## src/rtl/core/ggl_pkg.sv

```systemverilog
// Shared types and constants for the grid gradient / Laplacian block.
package ggl_pkg;

  localparam int MAX_DIM_DEF     = 256;
  localparam int HEIGHT_BITS_DEF = 16;

  localparam int CFG_W     = 9;
  localparam int COORD_W   = 8;
  localparam int GRAD_W    = 17;
  localparam int LAP_W     = 19;
  localparam int NCOORD_W  = 10;
  localparam int GRAD_LIMIT = 65535;
  localparam int LAP_LIMIT  = 262140;

  localparam logic CMD_WRITE = 1'b0;
  localparam logic CMD_QUERY = 1'b1;

  localparam logic REG_GRID_WIDTH  = 1'b0;
  localparam logic REG_GRID_HEIGHT = 1'b1;

  typedef logic [2:0] slot_t;
  localparam slot_t SLOT_CENTER = 3'd0;
  localparam slot_t SLOT_XA     = 3'd1;
  localparam slot_t SLOT_XB     = 3'd2;
  localparam slot_t SLOT_YA     = 3'd3;
  localparam slot_t SLOT_YB     = 3'd4;
  localparam int    NUM_SLOTS   = 5;

  typedef enum logic [2:0] {
    ST_IDLE,
    ST_READ,
    ST_LAST,
    ST_CALC,
    ST_DONE
  } state_t;

  typedef enum logic [1:0] {
    EDGE_FIRST,
    EDGE_LAST,
    EDGE_MID
  } edge_mode_t;

  typedef struct packed {
    logic  mem_write;
    logic  query_load;
    logic  rd_en;
    slot_t rd_slot;
    logic  cap_en;
    slot_t cap_slot;
    logic  calc_en;
    logic  out_load;
  } ctrl_cmd_t;

  typedef struct packed {
    logic in_outside;
    logic out_free;
  } ctrl_stat_t;

endpackage

```

## src/rtl/core/ggl_ctrl.sv

```systemverilog
// Sequencer for writes and queries: read slots, compute, result hand-off.
module ggl_ctrl (
  input  logic                  clk,
  input  logic                  rst,
  input  logic                  in_valid,
  output logic                  in_stall,
  input  logic                  command,
  input  ggl_pkg::ctrl_stat_t   stat,
  output ggl_pkg::ctrl_cmd_t    cmd
);

  ggl_pkg::state_t state, state_next;
  ggl_pkg::slot_t  slot, slot_next;

  always_ff @(posedge clk) begin
    if (rst) begin
      state <= ggl_pkg::ST_IDLE;
      slot  <= ggl_pkg::SLOT_CENTER;
    end else begin
      state <= state_next;
      slot  <= slot_next;
    end
  end

  always_comb begin
    state_next = state;
    slot_next  = slot;
    unique case (state)
      ggl_pkg::ST_IDLE: begin
        slot_next = ggl_pkg::SLOT_CENTER;
        if (in_valid && command == ggl_pkg::CMD_QUERY) begin
          state_next = stat.in_outside ? ggl_pkg::ST_DONE : ggl_pkg::ST_READ;
        end
      end
      ggl_pkg::ST_READ: begin
        slot_next = slot + 3'd1;
        if (slot == ggl_pkg::SLOT_YB) begin
          state_next = ggl_pkg::ST_LAST;
        end
      end
      ggl_pkg::ST_LAST: state_next = ggl_pkg::ST_CALC;
      ggl_pkg::ST_CALC: state_next = ggl_pkg::ST_DONE;
      ggl_pkg::ST_DONE: begin
        if (stat.out_free) begin
          state_next = ggl_pkg::ST_IDLE;
        end
      end
      default: state_next = ggl_pkg::ST_IDLE;
    endcase
  end

  always_comb begin
    in_stall = 1'b1;
    cmd      = '0;
    unique case (state)
      ggl_pkg::ST_IDLE: begin
        in_stall       = 1'b0;
        cmd.mem_write  = in_valid && command == ggl_pkg::CMD_WRITE;
        cmd.query_load = in_valid && command == ggl_pkg::CMD_QUERY;
      end
      ggl_pkg::ST_READ: begin
        cmd.rd_en    = 1'b1;
        cmd.rd_slot  = slot;
        cmd.cap_en   = slot != ggl_pkg::SLOT_CENTER;
        cmd.cap_slot = slot - 3'd1;
      end
      ggl_pkg::ST_LAST: begin
        cmd.cap_en   = 1'b1;
        cmd.cap_slot = ggl_pkg::SLOT_YB;
      end
      ggl_pkg::ST_CALC: cmd.calc_en = 1'b1;
      ggl_pkg::ST_DONE: cmd.out_load = stat.out_free;
      default: in_stall = 1'b1;
    endcase
  end

endmodule

```

## config.mk

```make
export PLATFORM = sky130hd
export DESIGN_NAME = ggl_ctrl
export DESIGN_NICKNAME = d
export VERILOG_FILES = /design/src/rtl/core/ggl_pkg.sv /design/src/rtl/core/ggl_ctrl.sv
export SDC_FILE = /design/constraint.sdc
export NUM_CORES = 1
export LEC_CHECK = 0
export BUFFER_PORTS_ARGS = -buffer_cell sky130_fd_sc_hd__buf_2
export CELL_PAD_IN_SITES_DETAIL_PLACEMENT = 1
export CELL_PAD_IN_SITES_GLOBAL_PLACEMENT = 1
export CORE_UTILIZATION = 28
export CTS_CLUSTER_DIAMETER = 120
export CTS_CLUSTER_SIZE = 16
export DETAILED_ROUTE_END_ITERATION = 7
export MAX_ROUTING_LAYER = met4
export PLACE_DENSITY = 0.74
export SLEW_MARGIN = 25
export SYNTH_ARGS = -nofsm -noshare
export SYNTH_HDL_FRONTEND = slang
export SYNTH_SLANG_ARGS = --single-unit
```

## constraint.sdc

```tcl
create_clock -name clk -period 1.15 [get_ports clk]
set_input_delay 0.23 -clock clk [delete_from_list [all_inputs] [get_ports clk]]
set_output_delay 0.23 -clock clk [all_outputs]
set_load 0.05 [all_outputs]
```

==> impl_metrics.ini, run 1 <==
[run_status]
status = aborted with a tool error
stop_stage = global routing (5_1_grt)
tool.error = [ERROR DPL-0033] detailed placement checks failed during check placement.

[synth]
synth_top_area_frac = 0.259
ys_warn_count = 0
ys_top_cells_by_area = dfxtp_1, ha_1, nor2_1, a21oi_1, inv_1
synth_cells = 60
ys_seq_elements = 6
syn-num-nets = 69
syn_area_um2 = 463
synth.avg_cell_area_um2 = 7.72
yosysSeqAreaShare = 0.259
synth.distinct_cells = 28
synth_top_area_cell = dfxtp_1

[cts]
htreeDepth = 1
cts_made_buffers = 3
root_buffer = clkbuf_4
cts_buffer_depth = 2
cts_sinks = 6

[global_route]
antenna_found_initial = 0
grt_max_degree = 8

[floorplanning]
boundaryPins = 19
die_y_um = 42.7
rows = 14
initial_utilization = 0.304
die_x_um = 42.7

[placed_design]
io_buffers = 18
place_hpwl_um = 1140
gp_congestion = 0.731

[timing]
worst-ep-kind = output port
grt-worst-endpoint = cmd[8]
-- stage by stage --
step                hold WS [ns]  utilization  worst slack, ns  cell area, um^2  instances
floorplan                  0.292            -           -0.501              562         60
global placement           0.481        0.489           -0.281              746        105
detailed placement         0.489        0.489           -0.277              746        105
CTS                        0.249        0.688           -0.445             1050        118
-- Yosys cell counts (all sizes together) --
library cell and instances:
nor2 10, dfxtp 6, a21oi 5, inv 5, buf 4, nand2 4
ha 3, nor2b 3, nand2b 2, nand3 2, o21ai 2, a2111oi 1
a2bb2oi 1, a31oi 1, and2 1, and2b 1, and3 1, nand4b 1
nor3 1, nor3b 1, nor4b 1, o31a 1, o31ai 1, or3 1
xor2 1
-- repair_timing --
item / in CTS
endpoints found under the setup margin: 17
pin swaps: 12
hold buffers: 0
buffers inserted: 10
gates resized for setup: 56
-- logic make-up after synthesis --
| kind of cell | Yosys count | share of synthesized area |
|---|---|---|
| DFF | 6 | 0.259 |
| buffers and inverters | 9 | 0.108 |
| AOI/OAI and AO/OA | 12 | 0.176 |
| xor gates and xnor gates | 1 | 0.0189 |
| and+or+nand+nor | 29 | 0.357 |
| adders and majority gates | 3 | 0.0811 |
==> run 2: changes to the inputs <==
==> config.mk (replaced) <==
export PLATFORM = sky130hd
export DESIGN_NAME = ggl_ctrl
export DESIGN_NICKNAME = d
export VERILOG_FILES = /design/src/rtl/core/ggl_pkg.sv /design/src/rtl/core/ggl_ctrl.sv
export SDC_FILE = /design/constraint.sdc
export NUM_CORES = 1
export LEC_CHECK = 0
export BUFFER_PORTS_ARGS = -buffer_cell sky130_fd_sc_hd__buf_2
export CORE_AREA = 2 2 63 65
export DETAILED_ROUTE_END_ITERATION = 7
export DIE_AREA = 0 0 65 67
export PLACE_DENSITY_LB_ADDON = 0.15
export SLEW_MARGIN = 25
export SYNTH_ARGS = -nofsm -noshare
export SYNTH_HDL_FRONTEND = slang
export SYNTH_SLANG_ARGS = --single-unit
==> constraint.sdc (replaced) <==
create_clock -name clk -period 1.49 [get_ports clk]
set_input_delay 0.298 -clock clk [delete_from_list [all_inputs] [get_ports clk]]
set_output_delay 0.298 -clock clk [all_outputs]
set_load 0.05 [all_outputs]
==> impl_metrics.ini, run 2 <==
[synth]
synth_common_cells = nor2_1, dfxtp_1, a21oi_1, inv_1, nand2_1
synth_top_family_by_area = simple AND/OR/NAND/NOR gates
syn_area_um2 = 463
ys_seq_elements = 6
synth_top_area_frac = 0.259
synth_edf_count = 0
ys_warn_count = 0
yosysSeqAreaShare = 0.259
synthMostInstantiatedCell = nor2_1
ys_top_cells_by_area = dfxtp_1, ha_1, nor2_1, a21oi_1, inv_1
synth_cells = 60
synth_top_area_cell = dfxtp_1
synth.mux.area_fraction = 0
synthSimpleGateAreaFrac = 0.357
synth_compound_area_frac = 0.176
syn-num-nets = 69
synthAdderAreaFrac = 0.0811
ys.flop_type = dfxtp_1
synthArstFlopShare = 0
synth.distinct_cells = 28
synth.avg_cell_area_um2 = 7.72
yosys.area_share.xor_xnor = 0.0189

[floorplanning]
die-area_mm2 = 0.00436
initial_utilization = 0.128
boundaryPins = 19
coreArea_mm2 = 0.00361
die_y_um = 67
rows = 22
die_x_um = 65

[setup_path]
critPathLaunchType = register
endpoint_kind = output port
worst-path-max-fanout = 5
slowest_delay_ns = 0.35
slowest_stage = dfxtp_4
critical_path_buf_inv_count = 2
crit_chain = and2b_4, nand2b_4, clkinvlp_4, and2_4, buf_8
required_ns = 1.19
critical_path.top_delay_family = simple AND/OR/NAND/NOR gates
critPathArrivalTime_ns = 1.32
worst-setup-path-type = reg -> out

[timing]
fin_worst_skew_ns = 0.00337
setup_violations = 11
period_minus_slack_ns = 1.62
fin_ws_ns = -0.131
grt_setup_unrepaired = true
finalCritPeriodShare = 1.09
hold_viol_final = 0
drv_slew = 0
tightest_slew_ns = 0.283
fin_setup_tns_ns = -0.685
max_slew_margin = 0.811
fmax_mhz = 617

[cts]
cts_sinks = 6
cts_made_buffers = 3
postCtsHoldBufs = 0
clk_latency_ns = 0.22
htreeDepth = 1
root_buffer = clkbuf_8
cts_buffer_depth = 2
tritoncts = built
path_clk_slew_ns = 0.04

[route]
wl_per_cell_um = 9.63
drc = 0
vias = 523
first_pass_iters = 4
initialDrtViolationCount = 18
routed_wl_um = 1360
ant_nets = 0
post_drt_via_cell_ratio = 3.71

[run_status]
status = complete, but fails checks
violations = setup timing

[run]
cap_violations = 0

[global_route]
grt_pass1_wl_um = 2370
antenna_found_initial = 0
grt_max_degree = 12
grt_remaining_overflow = 0
grtUsageTotal = 0.0731
grt_pass1_vias = 542

[final_layout]
drive_gt1_frac = 0.731
layout.nets = 104
num-fill-cells = 388
n_antenna_cell = 0
final_cell_mix = buf_4, buf_6, nor2_2
syn2layout_area_growth_pct = 102
register_area_um2 = 128
top_regs = slot: 3 flops, state: 3 flops
fin_util = 0.260
multiInputGateArea_um2 = 374
layout_commonest_cell = buf_4

[power]
vdd_drop_max_mv = 0.222
p_total_mw = 0.565
leakage_nw = 0.398
cellPowerDensity_mw_per_mm2 = 604

[hold_path]
min_path_type = in -> reg

[placed_design]
place_hpwl_um = 1080
gp_congestion = 0.617
io_buffers = 18
==> run 2: power by group <==
| group | total, mW | internal [mW] | switching [mW] |
|---|---|---|---|
| Clock | 0.244 | 0.174 | 0.0703 |
| Sequential | 0.165 | 0.163 | 0.00207 |
| Combinational | 0.156 | 0.0682 | 0.0877 |
==> run 2: path summary, 6_finish.rpt <==
check / slack (ns) / cells past startpoint / endpoint / start
setup / recovery: -0.13 / 5 / cmd[8] / state[1]
hold / removal: 0.35 / 2 / slot[0] / rst
hold reg to reg: 0.50 / 2 / slot[1] / slot[1]
setup reg to reg: 0.22 / 4 / state[0] / state[1]
==> run 2: through the flow <==
stage                     hold slack [ns]  std cells  setup WS (ns)  instance area [um^2]
final                               0.353        141         -0.131                   936
after global routing                0.385        141         -0.186                   936
after CTS                           0.371        141         -0.137                   892
after detailed placement            0.506        135        -0.0390                   719
after global placement              0.488        135        -0.0199                   719
after floorplan                     0.367         60         -0.229                   510
==> run 2: logic make-up after synthesis <==
kind of cell	count (synthesis)
buffers and inverters	9
adder cells (fa/ha/maj)	3
flip-flops	6
AO/OA/AOI/OAI	12
AND/OR/NAND/NOR	29
XOR/XNOR	1
==> run 2: layout make-up <==
class / instances / share of cell area
repair buffers: 34 / 0.332
clock buffers: 3 / 0.0441
inverters: 5 / 0.0241
multi-input cells: 45 / 0.400
flip-flops and latches: 6 / 0.136
well taps: 48 / 0.0642
==> run 2: layer usage <==
metal	vias up	wire length, um	part of all wire	global-route usage
met4	0	7	0.0052	0.0319
met3	2	43	0.032	0.0270
met2	7	761	0.56	0.133
met1	247	545	0.40	0.0747
li1	267	-	-	-
met5	-	0	0	0
==> run 2: repair_timing <==
action,CTS,global route
pin swaps,2,1
buffers inserted,3,0
setup endpoints to repair,13,13
resized for setup,38,13
Note: power is estimated with default switching activity, not from simulation.
==> run 3: changes to the inputs <==
--- a/config.mk
+++ b/config.mk
@@ -5,6 +5,7 @@
 export SDC_FILE = /design/constraint.sdc
 export NUM_CORES = 1
 export LEC_CHECK = 0
+export ABC_AREA = 1
 export BUFFER_PORTS_ARGS = -buffer_cell sky130_fd_sc_hd__buf_2
 export CORE_AREA = 2 2 63 65
 export DETAILED_ROUTE_END_ITERATION = 7
==> impl_metrics.ini, run 3 <==
[setup_path]
required_ns = 1.19
worst-path-max-fanout = 3
endpoint_kind = output port
worst-setup-path-type = reg -> out
r2r_cells = 7
critPathArrivalTime_ns = 1.20
critPathLaunchType = register

[synth]
synth.avg_cell_area_um2 = 6.90
synth_edf_count = 0
synthMostInstantiatedCell = nor2_1
synth_top_area_cell = dfxtp_1
ys_top_cells_by_area = dfxtp_1, ha_1, nor2_1, nand3_1, inv_1
synth.distinct_cells = 21
yosysSeqAreaShare = 0.256
synthArstFlopShare = 0
synth_cells = 68
ys_warn_count = 0
synth_common_cells = nor2_1, inv_1, nand2_1
syn-num-nets = 77
ys_seq_elements = 6
synth_top_area_frac = 0.256
syn_area_um2 = 469
ys.flop_type = dfxtp_1

[hold_path]
whs_path_depth = 2
min_path_type = in -> reg

[cts]
path_clk_slew_ns = 0.04
htreeDepth = 1
root_buffer = clkbuf_8
cts_buffer_depth = 2
cts_made_buffers = 3
clk_latency_ns = 0.22
tritoncts = built
cts_sinks = 6

[final_layout]
drive_gt1_frac = 0.676
n_antenna_cell = 0
syn2layout_area_growth_pct = 98.1
layout.nets = 116
top_regs = slot: 3 flops, state: 3 flops
fin_util = 0.258
layout_commonest_cell = buf_4
stdcell_area_um2 = 930
final_cell_mix = buf_4, nand2_1, nand3_1, buf_2, inv_1

[placed_design]
gp_congestion = 0.690
place_hpwl_um = 1130
placedInstanceArea_um2 = 716
pre_cts_ws_ns = 0.0325
io_buffers = 18

[run]
cap_violations = 0

[global_route]
top_usage_layer = met2
met2_usage = 0.134
met1_usage = 0.0816
grtUsageTotal = 0.0769
grt_pass1_wl_um = 2460
use_met3 = 0.0220
grt_remaining_overflow = 0
grt_max_degree = 8
antenna_found_initial = 0
grt_pass1_vias = 579

[timing]
tightest_slew_ns = 0.251
drv_slew = 0
fin_worst_skew_ns = 0.00164
max_slew_margin = 0.834
setup_violations = 2
hold_viol_final = 0
fin_ws_ns = -0.00469
grt_setup_unrepaired = true
fin_setup_tns_ns = -0.00840
period_minus_slack_ns = 1.49
finalCritPeriodShare = 1.00
fmax_mhz = 669

[floorplanning]
die-area_mm2 = 0.00436
boundaryPins = 19
initial_utilization = 0.130
rows = 22
coreArea_mm2 = 0.00361
die_y_um = 67
die_x_um = 65

[power]
vdd_drop_max_mv = 0.766
leakage_nw = 0.440
p_total_mw = 2.38
cellPowerDensity_mw_per_mm2 = 2560

[route]
post_drt_via_cell_ratio = 3.74
drc = 0
initialDrtViolationCount = 4
ant_nets = 0
routed_wl_um = 1470
wl_per_cell_um = 9.60
first_pass_iters = 2
vias = 572

[run_status]
violations = setup timing
status = complete, but fails checks
run 3: layer usage:
metal  wire length, um  share of wire
met1               592           0.40
met4                34          0.023
met2               787           0.54
met5                 0              0
met3                56          0.038
run 3: what timing repair did:
item / in CTS / in global routing
hold buffers: 0 / 0
gates resized for setup: 25 / 14
setup endpoints to repair: 12 / 9
buffers inserted: 8 / 1
endpoints found under the hold margin: 0 / 0
pin swaps: 3 / 4
run 3: report_power, final:
group	leakage (nW)	switching (mW)	internal [mW]
Sequential	0.0516	0.0730	0.233
Clock	0.0216	0.0678	0.173
Combinational	0.367	1.09	0.741
run 3: layout make-up:
type,count,area (um^2)
Multi-Input combinational cell,48,367
Clock buffer,3,41.3
Fill cell,399,2680
Sequential cell,6,131
Tap cell,48,60.1
Inverter,13,58.8
Timing Repair Buffer,35,272
run 3: logic make-up (layout without fill, tap and decap cells):
group / after synthesis / after routing / share of synthesized area
compound gates: 6 / 6 / 0.0720
fa+ha+maj: 3 / 3 / 0.0800
flops: 6 / 6 / 0.256
buf+inv: 14 / 51 / 0.120
xor+xnor: 1 / 1 / 0.0187
simple gates: 38 / 38 / 0.453
run 3: critical path, stage by stage, from the launching register on:
cell and delay [ns]:
dfxtp_2 0.32, inv_2 0.05, ha_4 0.16, xnor2_2 0.13
o21ai_2 0.14, buf_6 0.17
run 3: final timing paths:
kind              slack, ns       end      from
setup / recovery     -0.005    cmd[4]   slot[0]
hold / removal         0.31   slot[0]       rst
setup reg to reg       0.28  state[0]  state[2]
hold reg to reg        0.62   slot[0]   slot[0]
run 3: stage by stage:
stage / hold WS (ns) / cells
3_3_place_gp: 0.502 / 141
4_1_cts: 0.311 / 152
3_5_place_dp: 0.514 / 141
2_1_floorplan: 0.360 / 68
6_report: 0.311 / 153
5_1_grt: 0.322 / 153
==> run 4: changes to the inputs <==
--- a/config.mk
+++ b/config.mk
@@ -10,7 +10,7 @@
 export CORE_AREA = 2 2 63 65
 export DETAILED_ROUTE_END_ITERATION = 7
 export DIE_AREA = 0 0 65 67
-export PLACE_DENSITY_LB_ADDON = 0.15
+export PLACE_DENSITY_LB_ADDON = 0.05
 export SLEW_MARGIN = 25
 export SYNTH_ARGS = -nofsm -noshare
 export SYNTH_HDL_FRONTEND = slang
==> constraint.sdc (replaced) <==
create_clock -name clk -period 1.49 [get_ports clk]
set_input_delay 0.149 -clock clk [delete_from_list [all_inputs] [get_ports clk]]
set_output_delay 0.149 -clock clk [all_outputs]
set_load 0.05 [all_outputs]
==> impl_metrics.ini, run 4 (synthesized netlist as in run 3, its figures left out) <==
[timing]
period_minus_slack_ns = 1.41
max_slew_margin = 0.832
timing.hold.ws_ns = 0.168
fin_setup_tns_ns = 0
grt_setup_unrepaired = true
finalCritPeriodShare = 0.947
tightest_slew_ns = 0.254
setup_violations = 0
fin_worst_skew_ns = 0.00294
fmax_mhz = 708
hold_viol_final = 0
drv_slew = 0

[final_layout]
final_cells = 138
n_antenna_cell = 0
top_regs = slot: 3 flops, state: 3 flops
multiInputGateArea_um2 = 310
fin_util = 0.202
num-fill-cells = 416
drive_gt1_frac = 0.500
syn2layout_area_growth_pct = 54.9
layout.nets = 101
register_area_um2 = 125
final_cell_mix = buf_2, nand2_1, nor2_1
layout_commonest_cell = buf_2

[global_route]
grt_remaining_overflow = 0
grt_max_degree = 11
grt_pass1_vias = 474
grt_pass1_wl_um = 2080
grtUsageTotal = 0.0644
antenna_found_initial = 0

[route]
wl_per_cell_um = 9.26
vias = 496
initialDrtViolationCount = 4
routed_wl_um = 1280
ant_nets = 0
post_drt_via_cell_ratio = 3.59
drc = 0
first_pass_iters = 2

[setup_path]
worst-path-max-fanout = 8
critical_path.top_delay_family = buffers and inverters
endpoint_kind = output port
critical_path_buf_inv_count = 2
critPathArrivalTime_ns = 1.26
slowest_delay_ns = 0.34
worst-setup-path-type = reg -> out
slowest_stage = dfxtp_1
required_ns = 1.34
crit_chain = inv_2, nand3_4, nor2_1, buf_2
critPathLaunchType = register

[cts]
clk_latency_ns = 0.22
path_clk_slew_ns = 0.04
postCtsHoldBufs = 0
htreeDepth = 1
cts_made_buffers = 3
root_buffer = clkbuf_8
tritoncts = built
cts_sinks = 6
cts_buffer_depth = 2

[run_status]
status = completed

[power]
vdd_drop_max_mv = 0.712
cellPowerDensity_mw_per_mm2 = 2620
leakage_nw = 0.350
p_total_mw = 1.90

[floorplanning]
die-area_mm2 = 0.00436
boundaryPins = 19
die_y_um = 67
die_x_um = 65
initial_utilization = 0.130
coreArea_mm2 = 0.00361
rows = 22

[placed_design]
place_hpwl_um = 1060
dp.cells = 133
io_buffers = 18
gp_congestion = 0.726

[hold_path]
min_path_type = in -> reg

[run]
cap_violations = 0
run 4: routing by layer:
metal / up-vias / part of all wire / global-route usage
li1: 264 / - / -
met1: 214 / 0.42 / 0.0693
met2: 13 / 0.50 / 0.112
met3: 5 / 0.046 / 0.0118
met4: 0 / 0.027 / 0.0479
met5: - / 0 / 0
run 4: through the flow:
stage | setup slack [ns] | cell area, um^2
2_1_floorplan | -0.127 | 487
3_3_place_gp | 0.114 | 629
3_5_place_dp | 0.157 | 629
4_1_cts | 0.00656 | 692
5_1_grt | -0.0103 | 727
6_report | 0.0783 | 727
run 4: report_power, final:
part | internal (mW) | switching, mW
logic | 0.427 | 0.931
clock network | 0.174 | 0.0701
registers | 0.223 | 0.0803
total | 0.823 | 1.08
run 4: path summary, 6_finish.rpt:
check | startpoint | end | slack, ns | cells after the start
max | state[2] | cmd[6] | 0.08 | 4
min | rst | slot[0] | 0.17 | 2
max reg2reg | state[2] | state[1] | 0.36 | 6
min reg2reg | slot[0] | slot[0] | 0.51 | 2
run 4: final cells by class:
class                           instances  area share
Clock buffer                            3      0.0568
Inverter                               13      0.0706
Multi-Input combinational cell         48       0.427
Sequential cell                         6       0.172
Tap cell                               48      0.0826
Timing Repair Buffer                   20       0.191
run 4: what timing repair did:
item                       CTS  global route
resized for setup            8             9
pin swaps                    1             1
setup buffers                0             2
setup endpoints to repair    5            10
